<file path="src/design/mcur_pkg.sv">
// Shared types and constants for the multi-channel ultrasonic ranger.
// Used by multi_channel_ultrasonic_ranger_top; depends on nothing else.
`timescale 1ns / 1ps
`default_nettype none

package mcur_pkg;

  // Sensor set: how many sensors are served and how many lines exist.
  localparam int SENSOR_CNT = 5;
  localparam int SENSOR_W   = (SENSOR_CNT > 1) ? $clog2(SENSOR_CNT) : 1;
  localparam int LINE_CNT   = 5;
  localparam int IDX_W      = 3;

  // Field widths.
  localparam int TICK_W = 16;
  localparam int DIST_W = 17;
  localparam int SHORT_W = 8;

  // Configuration port geometry.
  localparam int ADDR_W = 5;
  localparam int DATA_W = 32;
  localparam int REG_SEL_W = 3;

  // Register indexes within the configuration space.
  localparam logic [REG_SEL_W-1:0] REG_PRE_LOW   = 3'd0;
  localparam logic [REG_SEL_W-1:0] REG_TRIG_HIGH = 3'd1;
  localparam logic [REG_SEL_W-1:0] REG_RISE_TO   = 3'd2;
  localparam logic [REG_SEL_W-1:0] REG_ECHO_TO   = 3'd3;
  localparam logic [REG_SEL_W-1:0] REG_GAP       = 3'd4;

  // Register reset values.
  localparam logic [SHORT_W-1:0] PRE_LOW_RST   = 8'd4;
  localparam logic [SHORT_W-1:0] TRIG_HIGH_RST = 8'd20;
  localparam logic [TICK_W-1:0]  RISE_TO_RST   = 16'd10000;
  localparam logic [TICK_W-1:0]  ECHO_TO_RST   = 16'd15000;
  localparam logic [SHORT_W-1:0] GAP_RST       = 8'd20;

  // Distance reported on any timeout.
  localparam logic signed [DIST_W-1:0] DIST_TIMEOUT = -17'sd1;

  // Measurement phases, one-hot.
  typedef enum logic [4:0] {
    PH_PRE_LOW   = 5'b00001,
    PH_TRIG_HIGH = 5'b00010,
    PH_WAIT_RISE = 5'b00100,
    PH_ECHO_HIGH = 5'b01000,
    PH_GAP       = 5'b10000
  } phase_t;

endpackage : mcur_pkg

`default_nettype wire

</file>
<file path="src/design/multi_channel_ultrasonic_ranger_top.sv">
// Top level of the multi-channel ultrasonic ranger: tick register, phase logic,
// result register and configuration registers. Depends on mcur_pkg.
//
//   Channel  Ports                     Direction  Moves
//   input    in_valid/in_ready         in         one timer tick with echo levels
//   result   out_valid/out_ready       out        trigger lines and finished distance
//   config   psel/penable/pwrite/...   in         APB register writes and reads
//
// One item is taken every cycle while the result channel is not stalled; each item passes
// through the tick register, then the result register that holds the phase update.
// Reset (rst_n low, synchronous) puts the sequencer in the pre-low phase on
// sensor 0 and loads the register reset values.
// A stalled result holds the result register; the tick register still takes one
// more item, after which in_ready follows out_ready.
`timescale 1ns / 1ps
`default_nettype none

module multi_channel_ultrasonic_ranger_top
  import mcur_pkg::*;
(
  input  wire logic                     clk,
  input  wire logic                     rst_n,
  // Input channel
  input  wire logic                     in_valid,
  output logic                          in_ready,
  input  wire logic [LINE_CNT-1:0]      in_echo_levels,
  // Result channel
  output logic                          out_valid,
  input  wire logic                     out_ready,
  output logic [LINE_CNT-1:0]           out_trigger_lines,
  output logic                          out_sample_done,
  output logic [IDX_W-1:0]              out_sensor_index,
  output logic signed [DIST_W-1:0]      out_distance_ticks,
  // Configuration port
  input  wire logic                     psel,
  input  wire logic                     penable,
  input  wire logic                     pwrite,
  input  wire logic [ADDR_W-1:0]        paddr,
  input  wire logic [DATA_W-1:0]        pwdata,
  output logic [DATA_W-1:0]             prdata,
  output logic                          pready
);

  // Configuration registers.
  logic [SHORT_W-1:0] pre_low_r;
  logic [SHORT_W-1:0] trig_high_r;
  logic [TICK_W-1:0]  rise_to_r;
  logic [TICK_W-1:0]  echo_to_r;
  logic [SHORT_W-1:0] gap_r;

  logic                 cfg_wr;
  logic [REG_SEL_W-1:0] reg_sel;

  assign pready  = 1'b1;
  assign cfg_wr  = psel && penable && pwrite;
  assign reg_sel = paddr[ADDR_W-1:2];

  always_ff @(posedge clk) begin
    if (!rst_n) begin
      pre_low_r   <= PRE_LOW_RST;
      trig_high_r <= TRIG_HIGH_RST;
      rise_to_r   <= RISE_TO_RST;
      echo_to_r   <= ECHO_TO_RST;
      gap_r       <= GAP_RST;
    end else if (cfg_wr) begin
      unique case (reg_sel)
        REG_PRE_LOW:   pre_low_r   <= pwdata[SHORT_W-1:0];
        REG_TRIG_HIGH: trig_high_r <= pwdata[SHORT_W-1:0];
        REG_RISE_TO:   rise_to_r   <= pwdata[TICK_W-1:0];
        REG_ECHO_TO:   echo_to_r   <= pwdata[TICK_W-1:0];
        REG_GAP:       gap_r       <= pwdata[SHORT_W-1:0];
        default: ;
      endcase
    end
  end

  // Register read-back.
  always_comb begin
    prdata = '0;
    unique case (reg_sel)
      REG_PRE_LOW:   prdata = DATA_W'(pre_low_r);
      REG_TRIG_HIGH: prdata = DATA_W'(trig_high_r);
      REG_RISE_TO:   prdata = DATA_W'(rise_to_r);
      REG_ECHO_TO:   prdata = DATA_W'(echo_to_r);
      REG_GAP:       prdata = DATA_W'(gap_r);
      default:       prdata = '0;
    endcase
  end

  // Pipeline flow control: the result register advances when empty or taken.
  logic               s1_valid_r;
  logic [LINE_CNT-1:0] s1_echo_r;
  logic               out_valid_r;
  logic               s2_load;
  logic               s1_load;

  assign s2_load  = s1_valid_r && (!out_valid_r || out_ready);
  assign in_ready = !s1_valid_r || s2_load;
  assign s1_load  = in_valid && in_ready;

  always_ff @(posedge clk) begin
    if (!rst_n) begin
      s1_valid_r <= 1'b0;
    end else if (in_ready) begin
      s1_valid_r <= in_valid;
    end
  end

  always_ff @(posedge clk) begin
    if (s1_load) begin
      s1_echo_r <= in_echo_levels;
    end
  end

  // Sequencer state.
  phase_t              phase_r, phase_nxt;
  logic [SENSOR_W-1:0] sensor_r, sensor_nxt;
  logic [TICK_W-1:0]   tick_r, tick_nxt;

  // Line masks of the current and the next sensor.
  logic [LINE_CNT-1:0] cur_mask;
  logic [LINE_CNT-1:0] nxt_mask;
  logic                echo;

  always_comb begin
    for (int i = 0; i < LINE_CNT; i++) begin
      cur_mask[i] = (32'(sensor_r) == i);
      nxt_mask[i] = (32'(sensor_nxt) == i);
    end
  end

  assign echo = |(s1_echo_r & cur_mask);

  // Phase logic for one tick; gap, pre-low and trigger may chain in one tick.
  logic                     go_pre;
  logic                     go_trig;
  logic [TICK_W-1:0]        pre_base;
  logic [TICK_W-1:0]        trig_base;
  logic [TICK_W:0]          tick_inc;
  logic [TICK_W:0]          trig_inc;
  logic [LINE_CNT-1:0]      trig_nxt;
  logic                     done_nxt;
  logic signed [DIST_W-1:0] dist_nxt;

  assign tick_inc = {1'b0, tick_r} + 17'd1;

  always_comb begin
    phase_nxt  = phase_r;
    sensor_nxt = sensor_r;
    tick_nxt   = tick_r;
    go_pre     = 1'b0;
    go_trig    = 1'b0;
    done_nxt   = 1'b0;
    dist_nxt   = '0;

    // Gap phase: idle, then step to the next sensor.
    if (phase_r == PH_GAP) begin
      if (tick_r >= TICK_W'(gap_r)) begin
        sensor_nxt = (32'(sensor_r) == SENSOR_CNT - 1) ? '0 : sensor_r + 1'b1;
        phase_nxt  = PH_PRE_LOW;
        tick_nxt   = '0;
        go_pre     = 1'b1;
      end else begin
        tick_nxt = tick_inc[TICK_W-1:0];
      end
    end

    // Pre-low phase, possibly entered on this tick.
    pre_base = go_pre ? '0 : tick_r;
    if (phase_r == PH_PRE_LOW || go_pre) begin
      if (pre_base >= TICK_W'(pre_low_r)) begin
        phase_nxt = PH_TRIG_HIGH;
        tick_nxt  = '0;
        go_trig   = 1'b1;
      end else begin
        tick_nxt = pre_base + 1'b1;
      end
    end

    // Trigger-high phase, possibly entered on this tick.
    trig_base = go_trig ? '0 : tick_r;
    trig_inc  = {1'b0, trig_base} + 17'd1;
    if (phase_r == PH_TRIG_HIGH || go_trig) begin
      if (trig_inc >= (TICK_W + 1)'(trig_high_r)) begin
        phase_nxt = PH_WAIT_RISE;
        tick_nxt  = '0;
      end else begin
        tick_nxt = trig_inc[TICK_W-1:0];
      end
    end

    // Wait for the echo to rise.
    if (phase_r == PH_WAIT_RISE) begin
      if (echo) begin
        phase_nxt = PH_ECHO_HIGH;
        tick_nxt  = '0;
      end else if (tick_inc >= {1'b0, rise_to_r}) begin
        done_nxt  = 1'b1;
        dist_nxt  = DIST_TIMEOUT;
        phase_nxt = PH_GAP;
        tick_nxt  = '0;
      end else begin
        tick_nxt = tick_inc[TICK_W-1:0];
      end
    end

    // Count the echo high time.
    if (phase_r == PH_ECHO_HIGH) begin
      if (!echo) begin
        done_nxt  = 1'b1;
        dist_nxt  = $signed({1'b0, tick_r});
        phase_nxt = PH_GAP;
        tick_nxt  = '0;
      end else if (tick_inc >= {1'b0, echo_to_r}) begin
        done_nxt  = 1'b1;
        dist_nxt  = DIST_TIMEOUT;
        phase_nxt = PH_GAP;
        tick_nxt  = '0;
      end else begin
        tick_nxt = tick_inc[TICK_W-1:0];
      end
    end
  end

  // The trigger is driven only in the trigger-high phase, on the sensor in service.
  assign trig_nxt = (phase_r == PH_TRIG_HIGH || go_trig) ? nxt_mask : '0;

  always_ff @(posedge clk) begin
    if (!rst_n) begin
      phase_r  <= PH_PRE_LOW;
      sensor_r <= '0;
      tick_r   <= '0;
    end else if (s2_load) begin
      phase_r  <= phase_nxt;
      sensor_r <= sensor_nxt;
      tick_r   <= tick_nxt;
    end
  end

  // Result register.
  logic [LINE_CNT-1:0]      trig_r;
  logic                     done_r;
  logic [IDX_W-1:0]         idx_r;
  logic signed [DIST_W-1:0] dist_r;

  always_ff @(posedge clk) begin
    if (!rst_n) begin
      out_valid_r <= 1'b0;
    end else if (s2_load) begin
      out_valid_r <= 1'b1;
    end else if (out_ready) begin
      out_valid_r <= 1'b0;
    end
  end

  always_ff @(posedge clk) begin
    if (s2_load) begin
      trig_r <= trig_nxt;
      done_r <= done_nxt;
      idx_r  <= done_nxt ? IDX_W'(sensor_r) : '0;
      dist_r <= dist_nxt;
    end
  end

  assign out_valid          = out_valid_r;
  assign out_trigger_lines  = trig_r;
  assign out_sample_done    = done_r;
  assign out_sensor_index   = idx_r;
  assign out_distance_ticks = dist_r;

  // A tick that finishes nothing reports index and distance of zero.
  a_idle_zero : assert property (@(posedge clk) disable iff (!rst_n)
    (out_valid && !out_sample_done) |-> (out_sensor_index == '0 && out_distance_ticks == '0))
    else $error("result without a finished measurement carries a distance");

  // At most one trigger line is driven.
  a_trig_onehot : assert property (@(posedge clk) disable iff (!rst_n)
    out_valid |-> $onehot0(out_trigger_lines))
    else $error("more than one trigger line driven");

  // A finished measurement never coincides with a trigger pulse.
  a_done_no_trig : assert property (@(posedge clk) disable iff (!rst_n)
    (out_valid && out_sample_done) |-> (out_trigger_lines == '0))
    else $error("trigger driven on a finishing tick");

  // A result held under stall keeps its value.
  a_hold : assert property (@(posedge clk) disable iff (!rst_n)
    (out_valid && !out_ready) |=> (out_valid && $stable(out_distance_ticks)
                                   && $stable(out_trigger_lines)))
    else $error("stalled result changed");

endmodule : multi_channel_ultrasonic_ranger_top

`default_nettype wire
</file>
<file path="config.mk">
export PLATFORM = sky130hd
export DESIGN_NAME = multi_channel_ultrasonic_ranger_top
export DESIGN_NICKNAME = d
export VERILOG_FILES = /design/src/design/mcur_pkg.sv /design/src/design/multi_channel_ultrasonic_ranger_top.sv
export SDC_FILE = /design/constraint.sdc
export NUM_CORES = 1
export LEC_CHECK = 0
export ABC_AREA = 1
export BUFFER_PORTS_ARGS = -buffer_cell sky130_fd_sc_hd__buf_2
export CAP_MARGIN = 10
export CORE_ASPECT_RATIO = 1.4
export CORE_MARGIN = 4
export CORE_UTILIZATION = 42
export DETAILED_ROUTE_END_ITERATION = 8
export GPL_TIMING_DRIVEN = 0
export PLACE_DENSITY = 0.61
export SYNTH_ARGS = -nofsm -noshare
export SYNTH_HDL_FRONTEND = slang
export SYNTH_SLANG_ARGS = --single-unit
</file>
<file path="constraint.sdc">
create_clock -name clk -period 4.5 [get_ports clk]
set_input_delay 0 -clock clk [delete_from_list [all_inputs] [get_ports clk]]
set_output_delay 0 -clock clk [all_outputs]
set_load 0.01 [all_outputs]
</file>
==> results.cfg <==
[run_status]
outcome = complete, but fails checks
violations = negative setup slack

[clock_network]
cts_max_level = 4
numCtsBuffers = 17
clkTransAtPathRegs_ns = 0.06
cts_tree = built
cts-root-buf = clkbuf_16
clock_latency_ns = 0.43
cts_sinks = 113
cts.path.max_buffers = 2

[synthesis]
yosysUniqueCellTypes = 50
ys_async_sr_fraction = 0
synth_edf_count = 31
synth_seq_area_share = 0.347
synth_cells = 999
synth_top_area_frac = 0.222
yosys.area.top_type = dfxtp_1
syn_area_per_cell_um2 = 7.41
ys_top_cells_by_area = dfxtp_1 (22%), edfxtp_1 (13%), ha_1 (11%)
synth-seq-cells = 113
synth_ff_type = dfxtp_1
yosysWarnings = 0
syn_area_um2 = 7400

[sta]
setup_viol = 10
slew_viol_final = 0
fmax_mhz = 206
rsz0062_at_grt = true
tightestPinTransition_ns = 1.08
finalHoldViolCount = 0
slew_headroom = 0.272
period_needed_ns = 4.85
skew_ns = 0.00901
period_share = 1.08
layout_setup_ws_ns = -0.351

[floorplan]
die_y_um = 165
die_x_um = 120
start_util = 0.427
die_area_um2 = 19800
placementRows = 57
coreArea_um2 = 17300
pin_count = 110

[power]
peakVddDrop_uv = 242
power.leakage_uw = 0.00430
p_total_uw = 3450
p_per_area_nw_per_um2 = 359

[job]
maxCapViolCount = 0

[critical_path]
ff2ff_setup_slack_ns = -0.35
path_max_fanout = 7
cp-end-kind = flop
crit_type = flop to flop
crit_arrival_ns = 5.18
critical_path.top_delay_family = simple AND/OR/NAND/NOR gates
startpoint_type = flop
path_buf_inv = 6
cpPeakStageDelay_ns = 0.36
critPathSlowestCell = dfxtp_4
required_ns = 4.83
cp_common_cell = nand2_1

[global_route]
antenna_found_initial = 0
grt_max_degree = 35
grt_pass1_vias = 7059
grt-ovfl-total = 0
grt_usage = 0.247
grt_pass1_wl_um = 37600

[route]
wl_per_cell_um = 17.3
drc_errors = 0
viasPerCell = 5.22
wl_um = 24300
via_count = 7351
drtPass1Iterations = 5
drtAntennaViolNets = 0
drt_iter0_drc = 438

[layout]
syn_to_final_growth_pct = 29.8
regArea_um2 = 2610
fin_cells = 1408
fin_util = 0.555
nFillCells = 1654
multi_input_area_um2 = 4370
num_antenna_cells = 0
layout-drive-gt1-share = 0.236
num-nets-final = 1272

[worst_hold_path]
worstHoldPathType = input pin to flop

[placement]
portBuffers = 74
post-dp-hpwl_um = 18500
placedCellCount = 1324
place_congestion = 0.951
-- worst reg2reg max path: cells and delay by family, from the launching register on --
family / cells / cell delay [ns]
and+or+nand+nor: 23 / 2.34
adders and majority gates: 4 / 0.89
buffers and inverters: 6 / 0.47
AOI/OAI and AO/OA: 3 / 0.41
DFF: 1 / 0.36
xor gates and xnor gates: 1 / 0.27
-- synth_stat cells, types with 6 or more instances --
library cell,n
nand3_1,35
clkbuf_1,20
nand4_1,19
inv_1,155
o211ai_1,22
o21ai_0,84
nor2_4,6
edfxtp_1,31
buf_4,19
ha_1,64
xor2_1,11
o22ai_1,14
nor2_1,78
nor3_1,16
nand2_1,168
nand3_2,6
a21oi_1,98
dfxtp_1,82
-- layer usage --
metal,vias up,wire [µm],track usage
met4,0,1150,0.134
li1,3660,-,-
met1,3349,9600,0.279
met2,268,12300,0.447
met3,74,1240,0.0368
met5,-,0,0
-- stage by stage --
step / hold WS [ns] / setup slack (ns) / TNS [ns] / cell area, µm²
global route: 0.156 / -0.673 / -5.50 / 9610
CTS: 0.130 / -0.281 / -2.36 / 9460
detailed placement: 0.179 / -1.36 / -13.07 / 8300
floorplan: 0.0989 / 0.00823 / 0 / 7630
global placement: 0.178 / -1.37 / -13.34 / 8300
finish: 0.132 / -0.351 / -2.70 / 9610
-- state kept, by name, summed over array words and instances (netlist names), 8 cells and up --
register            count
echo_to_r              16
gap_r                   8
out_distance_ticks     17
pre_low_r               8
rise_to_r              16
tick_r                 16
trig_high_r             8
-- final cells by class --
class / count / share of cell area
clock inverter: 13 / 0.0105
buffer: 45 / 0.0305
sequential: 113 / 0.271
tap: 236 / 0.0307
inverter: 162 / 0.0653
multi-input combinational: 693 / 0.455
clock buffer: 19 / 0.0483
timing repair buffer: 127 / 0.0889
-- where the power goes --
| part | switching [µW] | leakage [µW] | internal, µW |
|---|---|---|---|
| Sequential | 41.9 | 0.000971 | 1090 |
| Clock | 524 | 0.000276 | 757 |
| Combinational | 662 | 0.00305 | 371 |
-- layout by cell type, fill, tap and decap left out, drive strengths merged --
| cell type | count |
|---|---|
| clkbuf | 41 |
| a21oi | 102 |
| o21ai | 89 |
| edfxtp | 31 |
| conb | 17 |
| a22oi | 1 |
| o221ai | 3 |
| inv | 164 |
| o21a | 2 |
| nor3 | 19 |
| nand3 | 41 |
| nand2 | 176 |
| o211ai | 23 |
| o31ai | 1 |
| xor2 | 11 |
| dlygate4sd3 | 25 |
| nand3b | 2 |
| a221oi | 5 |
| o2111ai | 1 |
| o22ai | 14 |
| nor4b | 1 |
| nor4 | 1 |
| a22o | 1 |
| o21bai | 1 |
| a211oi | 1 |
| a31oi | 4 |
| dfxtp | 82 |
| nand4 | 20 |
| clkinv | 9 |
| clkinvlp | 2 |
| a41oi | 2 |
| ha | 64 |
| nor2 | 89 |
| buf | 125 |
| a21o | 1 |
| and3 | 1 |
-- kinds of logic (layout without fill, tap and decap cells) --
kind of cell,count (synthesis),count (layout),share of synthesized area
DFF,113,113,0.347
AOI/OAI and AO/OA,251,251,0.193
xor gates and xnor gates,11,11,0.0130
other,2,17,0.00101
buffers and inverters,208,366,0.120
and+or+nand+nor,350,350,0.217
adders and majority gates,64,64,0.108
-- worst paths after layout --
path,from,to,cells past startpoint
max reg2reg,tick_r[3],tick_r[6],37
min,rst_n,rise_to_r[5],4
min reg2reg,rise_to_r[5],rise_to_r[5],2
max,tick_r[3],tick_r[6],37
-- timing repair --
action | in CTS | in global routing
buffers inserted | 21 | 7
gates resized for setup | 50 | 19
endpoints found under the hold margin | 62 | 0
pin swaps | 34 | 9
hold buffers | 25 | 0
setup endpoints to repair | 10 | 10
(Power assumes the default switching activity.)
